## src/rtl/mft_pkg.sv

```systemverilog
// Shared types, constants and the 5x8 font for the framebuffer text engine.
// No dependencies.
`timescale 1ns / 1ps
package mft_pkg;
	localparam int ScreenWidth  = 128;
	localparam int ScreenHeight = 64;
	localparam int QueueDepth   = 2;

	typedef enum logic [2:0] {
		FUNC_FILL   = 3'd0,
		FUNC_PIXEL  = 3'd1,
		FUNC_CURSOR = 3'd2,
		FUNC_CHAR   = 3'd3,
		FUNC_STRING = 3'd4,
		FUNC_READ   = 3'd5
	} func_e;

	localparam logic [0:0] RegTextScale = 1'b0;

	typedef struct packed {
		logic [2:0] func;
		logic [7:0] pos_x;
		logic [7:0] pos_y;
		logic [7:0] character;
		logic       color;
		logic       string_start;
		logic [9:0] read_index;
	} in_item_t;

	typedef struct packed {
		logic       status;
		logic [7:0] read_byte;
	} out_item_t;

	// Glyph column c of character code, fallback to '?'.
	function automatic logic [7:0] glyph_col(input logic [7:0] code, input logic [2:0] c);
		logic [5:0]  g;
		logic [39:0] row;
		logic [7:0]  k;
		begin
			k = (code < 8'd32 || code > 8'd90) ? 8'd63 : code;
			g = 6'(k - 8'd32);
			case (g)
				6'd0:  row = 40'h0000000000; 6'd1:  row = 40'h00005F0000;
				6'd2:  row = 40'h0007000700; 6'd3:  row = 40'h147F147F14;
				6'd4:  row = 40'h242A7F2A12; 6'd5:  row = 40'h2313086462;
				6'd6:  row = 40'h3649552250; 6'd7:  row = 40'h0005030000;
				6'd8:  row = 40'h001C224100; 6'd9:  row = 40'h0041221C00;
				6'd10: row = 40'h14083E0814; 6'd11: row = 40'h08083E0808;
				6'd12: row = 40'h0050300000; 6'd13: row = 40'h0808080808;
				6'd14: row = 40'h0060600000; 6'd15: row = 40'h2010080402;
				6'd16: row = 40'h3E5149453E; 6'd17: row = 40'h00427F4000;
				6'd18: row = 40'h4261514946; 6'd19: row = 40'h2141454B31;
				6'd20: row = 40'h1814127F10; 6'd21: row = 40'h2745454539;
				6'd22: row = 40'h3C4A494930; 6'd23: row = 40'h0171090503;
				6'd24: row = 40'h3649494936; 6'd25: row = 40'h064949291E;
				6'd26: row = 40'h0036360000; 6'd27: row = 40'h0056360000;
				6'd28: row = 40'h0814224100; 6'd29: row = 40'h1414141414;
				6'd30: row = 40'h0041221408; 6'd31: row = 40'h0201510906;
				6'd32: row = 40'h324979413E; 6'd33: row = 40'h7E1111117E;
				6'd34: row = 40'h7F49494936; 6'd35: row = 40'h3E41414122;
				6'd36: row = 40'h7F4141221C; 6'd37: row = 40'h7F49494941;
				6'd38: row = 40'h7F09090901; 6'd39: row = 40'h3E4149497A;
				6'd40: row = 40'h7F0808087F; 6'd41: row = 40'h00417F4100;
				6'd42: row = 40'h2040413F01; 6'd43: row = 40'h7F08142241;
				6'd44: row = 40'h7F40404040; 6'd45: row = 40'h7F020C027F;
				6'd46: row = 40'h7F0408107F; 6'd47: row = 40'h3E4141413E;
				6'd48: row = 40'h7F09090906; 6'd49: row = 40'h3E4151215E;
				6'd50: row = 40'h7F09192946; 6'd51: row = 40'h4649494931;
				6'd52: row = 40'h01017F0101; 6'd53: row = 40'h3F4040403F;
				6'd54: row = 40'h1F2040201F; 6'd55: row = 40'h3F4038403F;
				6'd56: row = 40'h6314081463; 6'd57: row = 40'h0708700807;
				6'd58: row = 40'h6151494543;
				default: row = 40'h0;
			endcase
			case (c)
				3'd0: glyph_col = row[39:32];
				3'd1: glyph_col = row[31:24];
				3'd2: glyph_col = row[23:16];
				3'd3: glyph_col = row[15:8];
				3'd4: glyph_col = row[7:0];
				default: glyph_col = 8'h00;
			endcase
		end
	endfunction
endpackage

```

## src/rtl/mft_front.sv

```systemverilog
// Front end: accepts command items into a short queue.
// Depends on mft_pkg.
`timescale 1ns / 1ps
module mft_front #(
	parameter int QDepth = mft_pkg::QueueDepth
) (
	input  logic              clk,
	input  logic              arst_n,
	input  logic              in_valid,
	output logic              in_ready,
	input  mft_pkg::in_item_t in_data,
	output logic              q_valid,
	input  logic              q_pop,
	output mft_pkg::in_item_t q_data
);
	import mft_pkg::*;
	localparam int Aw = (QDepth > 1) ? $clog2(QDepth) : 1;

	in_item_t         fifo_q [QDepth];
	logic [Aw-1:0]    wr_q, rd_q;
	logic [Aw:0]      cnt_q;
	logic             push;

	assign in_ready = (cnt_q != (Aw+1)'(QDepth));
	assign q_valid  = (cnt_q != '0);
	assign q_data   = fifo_q[rd_q];
	assign push     = in_valid && in_ready;

	always_ff @(posedge clk) begin
		if (push) begin
			fifo_q[wr_q] <= in_data;
		end
	end

	always_ff @(posedge clk or negedge arst_n) begin
		if (!arst_n) begin
			wr_q  <= '0;
			rd_q  <= '0;
			cnt_q <= '0;
		end else begin
			if (push) begin
				wr_q <= (wr_q == Aw'(QDepth-1)) ? '0 : wr_q + 1'b1;
			end
			if (q_pop) begin
				rd_q <= (rd_q == Aw'(QDepth-1)) ? '0 : rd_q + 1'b1;
			end
			cnt_q <= cnt_q + (Aw+1)'(push) - (Aw+1)'(q_pop);
		end
	end
endmodule

```

## config.mk

```make
export PLATFORM = sky130hd
export DESIGN_NAME = mft_front
export DESIGN_NICKNAME = d
export VERILOG_FILES = /design/src/rtl/mft_pkg.sv /design/src/rtl/mft_front.sv
export SDC_FILE = /design/constraint.sdc
export NUM_CORES = 1
export LEC_CHECK = 0
export ABC_AREA = 1
export CAP_MARGIN = 10
export CORE_MARGIN = 4
export CORE_UTILIZATION = 40
export DETAILED_ROUTE_END_ITERATION = 7
export DONT_BUFFER_PORTS = 1
export GPL_TIMING_DRIVEN = 0
export HOLD_SLACK_MARGIN = 0.12
export SLEW_MARGIN = 40
export SYNTH_ARGS = -nofsm -noshare
export SYNTH_HDL_FRONTEND = slang
export SYNTH_SLANG_ARGS = --single-unit
```

## constraint.sdc

```tcl
create_clock -name clk -period 5.33 [get_ports clk]
set_clock_uncertainty 0.2 [all_clocks]
set_input_delay 0.7995 -clock clk [delete_from_list [all_inputs] [get_ports clk]]
set_output_delay 0.7995 -clock clk [all_outputs]
set_load 0.05 [all_outputs]
```

# Word level (Yosys, flattened, before mapping)
# Memory sizes are Yosys's and may differ from the RTL's.
# Cells that the tools add are included.
# totals
in_bits	43
word_cells	15
ff_bits	4
mem_count	1
mem_bits_rw	78
out_inout_bits	41
# classes
mux	4
eq_ne	1
reduce_logical	2
n_addsub	4
# mem_list
memory	depth	width	rd	rd_ports_with_merged_regs	wr	line_no	rtl
fifo_q	2	39	1	0	1	mft_front.sv:19	in_item_t fifo_q [QDepth];
# ops
operator	n
$mux W1	4
$add A1 B1 Y1 const B	2
$add A2 B1 Y2	1
$ne A2 B2 Y1 const B	1
$reduce_bool A2 Y1	1
$sub A2 B1 Y2	1
$logic_and A1 B1 Y1	1

# Longest topological paths before layout
# Gate-level depths: netlist (run 1).
# depth
word_depth	4
depth_mapped	12
depth_no_buf	12

# Least setup slack after synthesis (run 1)
# OpenSTA, ideal clock, no wires.
# synth_path
kind	reg-to-reg
from	register cnt_q[1]
to	memory fifo_q[1][0] in the netlist's numbering, enable pin
path_stages_with_launch	4
arrival_time_ns	2.670
period_less_slack_ns	3.307
required_ns	4.693
setup_slack_ns	2.023
path_buffers	0
setup_ns	0.437
cell_sequence	dfrtp_1 > nand2_1 > nand2_1 > nor2_1
# synth_between
elab_chain_cells	4
# synth_lines
element	line_no	rtl
start: declaration	mft_front.sv:21	logic [Aw:0] cnt_q;
start signal: assignment	mft_front.sv:47	cnt_q <= cnt_q + (Aw+1)'(push) - (Aw+1)'(q_pop);
$ne A2 B2 Y1	mft_front.sv:24	assign in_ready = (cnt_q != (Aw+1)'(QDepth));
net in_ready	mft_front.sv:10	output logic in_ready,
$logic_and A1 B1 Y1	mft_front.sv:27	assign push = in_valid && in_ready;
$mux W1	mft_front.sv:30	if (push) begin
$mux W1 (not written as such)	mft_front.sv:31	fifo_q[wr_q] <= in_data;
end: declaration	mft_front.sv:19	
# The timed path passes the listed nets, and every way through them passes these cells.

# Worst setup path after layout (run 1)
# layout_path
from	register cnt_q[0]
to	memory fifo_q[0][31] in the netlist's numbering, enable pin
# The elaborated chain is that of the path after synthesis.

==> out/results.ini, run 1 <==
[setup_path]
crit_chain=inv_1 > nand2_1 > nand2_1 > nor2_4 > buf_8
critical_path.max_fanout=21
cp_common_cell=nand2_1
cp-end-kind=register
required_ps=5160
cp.arrival_ps=2310
criticalPathCategory=register to register
path_buf_inv=2
max_stage_delay_ps=540
critical_path.top_delay_family=simple AND/OR/NAND/NOR gates
slowest_stage=nor2_4
start_kind=register

[synth]
synth_most_common_cell=edfxtp_1
synth.top_cells.by_area=edfxtp_1 (77%), mux2_2 (14%), dfrtp_1 (3.3%)
syn_nets=192
synth_top_area_share_pct=77.2
ys_types=12
synth_seq_area_share_pct=80.5
async_flop_share_pct=4.88
netlist_area_mm2=0.00303
synth-seq-cells=82
synthFlopType=edfxtp_1
synth_common_cells=edfxtp_1 (78), mux2_2 (39), nand2_1 (10)
avgSynthCellArea_um2=20.5
postSynthCellCount=148
synth.yosys.warnings=0
synth_edf_count=78
synth_top_area_cell=edfxtp_1

[cts]
htree_levels=3
cts_sinks=82
clk_pin_slew_ps=70
root_buffer=clkbuf_8
clk-insertion-delay-late_ps=330
postCtsResizedCells=0
cts_made_buffers=9
cts_buffer_depth=2
tritoncts=built

[timing]
slew_violations=0
timing.fmax_mhz=404
worst_pin_slew_ps=595
tns_ps=0
rsz0062_at_grt=no
period_needed_ps=2480
fin_crit_sh_pct=46.5
setup_violations=0
hold_violations=0
setup_ws_ps=2850
slew_headroom_pct=60.2
hold_ws_ps=322

[finish]
nFillCells=644
drive_gt1_share_pct=36.3
diodes=0
regArea_mm2=0.00244
multiInputGateArea_um2=542
area_delta_synth_final_pct=12.9
post_layout_nonfiller_instances=267
layout.nets=207

[detailed_routing]
ant_nets=0
first_pass_iters=2
drt_wl_total_um=4720
wire_per_inst_um=17.7
drt-initial-drc-count=20
num_vias=1289
vias_per_cell=4.83
drc=0

[floorplanning]
die_area_mm2=0.00904
num_rows=31
io-pin-count=84
die_w_um=95.1
core-area_mm2=0.00729
die_h_um=95.1
initial_utilization_pct=41.6

[flow_run]
max_cap_viol_count=0

[grt]
grt_pass1_wl_um=6980
overflow=0
grt_antenna_before_repair=0
grt_pass1_vias=1415
grt_max_degree=22
grtUsageTotal_pct=10.7

[status]
status=finished, final reports clean

[place]
dp_slack_ps=2840
finalWeightedCongestion=0.607
io_buffers=0
dpl.hpwl_um=3500
placed_cells=250

[worst_hold_path]
hold_class=register to register

state kept, by name, summed over array words and instances (netlist names):
signal,flops
rd_q,1
cnt_q,2
fifo_q,78
wr_q,1
layout make-up:
type | instances | area share, %
inverters | 5 | 0.548
multi-input cells | 57 | 15.8
clock inverters | 6 | 1.68
repair buffers | 4 | 1.97
well taps | 99 | 3.62
plain buffers | 4 | 1.32
flip-flops and latches | 82 | 71.3
clock buffers | 10 | 3.73
layout by cell type, fill, tap and decap left out, drive strengths merged:
cell type    Yosys  layout
nand2           10      10
mux2            39      39
nand3b           1       1
edfxtp          78      78
ha               1       1
xor2             1       1
dfrtp            4       4
buf              4       7
dlygate4sd3      0       1
clkbuf           0      10
inv              5       5
nand3            1       1
clkinvlp         0       2
nor2             3       3
clkinv           0       3
bufinv           0       1
a21oi            1       1
worst reg2reg max path: cells and delay by family, from the launching register on:
family                 cells  cell delay, ps
DFF                        1             360
and+or+nand+nor            3            1250
buffers and inverters      2             350
path summary, 6_finish.rpt:
path / startpoint / end / slack [ps] / depth (start not counted)
min in group asynchronous: arst_n / cnt_q[0] / 540 / 1
setup reg to reg: cnt_q[0] / fifo_q[0][31] / 2850 / 5
hold / removal: cnt_q[0] / cnt_q[0] / 320 / 1
hold reg to reg: cnt_q[0] / cnt_q[0] / 320 / 1
max in group asynchronous: arst_n / rd_q / 4210 / 1
setup / recovery: cnt_q[0] / fifo_q[0][31] / 2850 / 5
layer usage:
metal  wire length, um  up-vias  global-route usage [%]
met5                 0        -                       0
met4                96        0                    6.13
met3               511       11                    5.60
met2              2530       62                    19.2
met1              1590      621                    9.54
li1                  -      595                       -
cells by family (layout without fill, tap and decap cells):
| logic type | after synthesis | count (layout) | synth area share (%) |
|---|---|---|---|
| AO/OA/AOI/OAI | 1 | 1 | 0.165 |
| XOR/XNOR | 1 | 1 | 0.289 |
| adder cells (fa/ha/maj) | 1 | 1 | 0.412 |
| AND/OR/NAND/NOR | 15 | 15 | 2.02 |
| multiplexers | 39 | 39 | 14.5 |
| flip-flops | 82 | 82 | 80.5 |
| buffers and inverters | 9 | 29 | 2.10 |
per-stage QoR:
stage	util (%)	instance area (um2)
3_5_place_dp	44.3	3230
3_3_place_gp	43.3	3160
5_1_grt	47.0	3420
6_report	47.0	3420
2_1_floorplan	-	3030
4_1_cts	47.0	3420
repair_timing:
| action | CTS | global route |
|---|---|---|
| setup buffers | 0 | 0 |
| hold endpoints to repair | 4 | 0 |
| hold buffers | 1 | 0 |
| setup endpoints to repair | 0 | 0 |
Power of run 1 is left out: the tool's default activity adds up to more than one toggle a clock period on the data nets, which glitch-free logic cannot reach.
==> run 2, diff against run 1 <==
==> constraint.sdc (replaced) <==
create_clock -name clk -period 2.44 [get_ports clk]
set_clock_uncertainty 0.2 [all_clocks]
set_input_delay 0.366 -clock clk [delete_from_list [all_inputs] [get_ports clk]]
set_output_delay 0.366 -clock clk [all_outputs]
set_load 0.05 [all_outputs]
==> run 2 against run 1 <==
Maximum frequency up 16%; first-iteration DRC count increased by 65%; largest cell class unchanged; critical path depth shrank 1; wire length is 13% higher; core utilization up 7.0 points; flip-flop and latch count unchanged.
==> out/results.ini, run 2 (synthesis gave the netlist of run 1 again) <==
[power]
ir_worst_vdd_mv=0.701
leakage_nw=1.36
p_total_w=0.00537
power.density_mw_per_mm2=1360

[cts]
tritoncts=built  ; unchanged
cts_made_buffers=9  ; unchanged
htree_levels=3  ; unchanged
root_buffer=clkbuf_8  ; unchanged
cts_sinks=82  ; unchanged
clk-insertion-delay-late_ps=340  ; was 330 ps
clk_pin_slew_ps=80  ; was 70 ps
cts_buffer_depth=2  ; unchanged

[status]
status=finished, final reports clean  ; unchanged

[setup_path]
criticalPathCategory=register to register  ; unchanged
critical_path.top_delay_family=simple AND/OR/NAND/NOR gates  ; unchanged
crit_chain=nand2_2 > nand2_1 > nor2_4 > buf_16  ; was inv_1 > nand2_1 > nand2_1 > nor2_4 > buf_8
required_ps=2290  ; was 5160 ps
cp.arrival_ps=1990  ; was 2310 ps
critical_path.max_fanout=20  ; was 21
start_kind=register  ; unchanged
crit_start=cnt_q[1]  ; was cnt_q[0]
cp-end-kind=register  ; unchanged
max_stage_delay_ps=410  ; was 540 ps
r2r_start=cnt_q[1]  ; was cnt_q[0]
slowest_stage=dfrtp_1  ; was nor2_4
path_buf_inv=1  ; was 2

[timing]
setup_violations=0  ; unchanged
hold_ws_ps=194  ; was 322 ps
worst_pin_slew_ps=555  ; was 595 ps
fin_crit_sh_pct=87.6  ; was 46.5%
slew_headroom_pct=63.0  ; was 60.2%
timing.fmax_mhz=468  ; was 404 MHz
rsz0062_at_grt=no  ; unchanged
tns_ps=0  ; unchanged
hold_violations=0  ; unchanged
period_needed_ps=2140  ; was 2480 ps
slew_violations=0  ; unchanged

[floorplanning]
io-pin-count=84  ; unchanged
die_area_mm2=0.00904  ; unchanged
num_rows=31  ; unchanged
core-area_mm2=0.00729  ; unchanged
die_w_um=95.1  ; unchanged
die_h_um=95.1  ; unchanged
initial_utilization_pct=41.6  ; unchanged

[grt]
grtUsageTotal_pct=12.7  ; was 10.7%
overflow=0  ; unchanged
grt_max_degree=22  ; unchanged
grt_pass1_wl_um=8120  ; was 6980 um
grt_antenna_before_repair=0  ; unchanged
grt_pass1_vias=1653  ; was 1415

[finish]
top_register=fifo_q  ; unchanged
layout_commonest_cell=edfxtp_1  ; unchanged
multiInputGateArea_um2=551  ; was 542 um2
top_regs=fifo_q: 78 flops, cnt_q: 2 flops  ; unchanged
largest_reg_flops=78  ; unchanged
area_delta_synth_final_pct=29.8  ; was 12.9%
regArea_mm2=0.00244  ; unchanged
layout_common_cells=edfxtp_1 (78), dlygate4sd3_1 (43), mux2_2 (39), nand2_1 (9), clkbuf_8 (9)  ; was edfxtp_1 (78), mux2_2 (39), nand2_1 (10), clkbuf_8 (9), inv_1 (5)
diodes=0  ; unchanged
nFillCells=595  ; was 644
post_layout_nonfiller_instances=310  ; was 267
drive_gt1_share_pct=30.8  ; was 36.3%
layout.nets=250  ; was 207

[place]
io_buffers=0  ; unchanged
finalWeightedCongestion=0.608  ; was 0.607
dpl.hpwl_um=3490  ; was 3500 um
placed_cells=250  ; unchanged

[detailed_routing]
drt_wl_total_um=5320  ; was 4720 um
vias_per_cell=4.79  ; was 4.83
drt-initial-drc-count=33  ; was 20
num_vias=1486  ; was 1289
drc=0  ; unchanged
ant_nets=0  ; unchanged
wire_per_inst_um=17.2  ; was 17.7 um
first_pass_iters=4  ; was 2

[flow_run]
max_cap_viol_count=0  ; unchanged

[worst_hold_path]
worstHoldStart=q_pop  ; was cnt_q[0]
hold_class=input pin to register  ; was register to register

[run 2: cell types whose count changed in the layout (fill, tap and decap cells not counted), sizes merged]
cell and delta:
bufinv +2, dlygate4sd3 +42, clkinvlp -1, clkinv -1, nor2 +1
[run 2: metal layers]
layer / track usage, % / wire length, um / vias up
li1: - / - / 682
met1: 12.3 / 1920 / 724
met2: 22.7 / 2920 / 69
met3: 4.81 / 375 / 11
met4: 7.33 / 111 / 0
met5: 0 / 0 / -
[run 2: stage by stage]
step	worst slack, ps	area [um2]	utilization [%]
2_1_floorplan	-235	3040	-
3_3_place_gp	-679	3160	43.4
3_5_place_dp	-60.2	3250	44.6
4_1_cts	40.2	3930	53.9
5_1_grt	162	3940	54.0
6_report	303	3940	54.0
[run 2: path summary, 6_finish.rpt]
kind	endpoint	slack [ps]	depth (start not counted)
hold / removal	cnt_q[0]	190	3
min in group asynchronous	rd_q	640	2
setup reg to reg	fifo_q[0][8]	300	4
setup / recovery	fifo_q[0][8]	300	4
hold reg to reg	cnt_q[0]	330	1
max in group asynchronous	cnt_q[1]	1240	2
[run 2: power breakdown]
group / internal [W] / switching, W
combinational: 0.000574 / 0.00163
clock: 0.000683 / 0.000460
sequential: 0.00192 / 0.000110
[run 2: layout make-up]
type / count / area share [%]
buffer: 4 / 1.14
clock inverter: 6 / 2.92
sequential: 82 / 62.0
timing repair buffer: 46 / 13.0
inverter: 5 / 0.477
clock buffer: 10 / 3.24
tap: 99 / 3.15
multi-input combinational: 58 / 14.0
[run 2: repair_timing]
| action | 4_1_cts | 5_1_grt |
|---|---|---|
| resized for setup | 0 | 1 |
| setup buffers | 0 | 0 |
| setup endpoints to repair | 20 | 35 |
| endpoints found under the hold margin | 86 | 0 |
| hold buffers | 43 | 0 |
| pin swaps | 1 | 0 |
| gates cloned | 1 | 0 |
[run 2: worst min-delay path, stage by stage]
cell and delay [ps]:
nand3b_1 140, nand2_1 80, ha_1 120
Note: power is estimated with default switching activity, not from simulation.
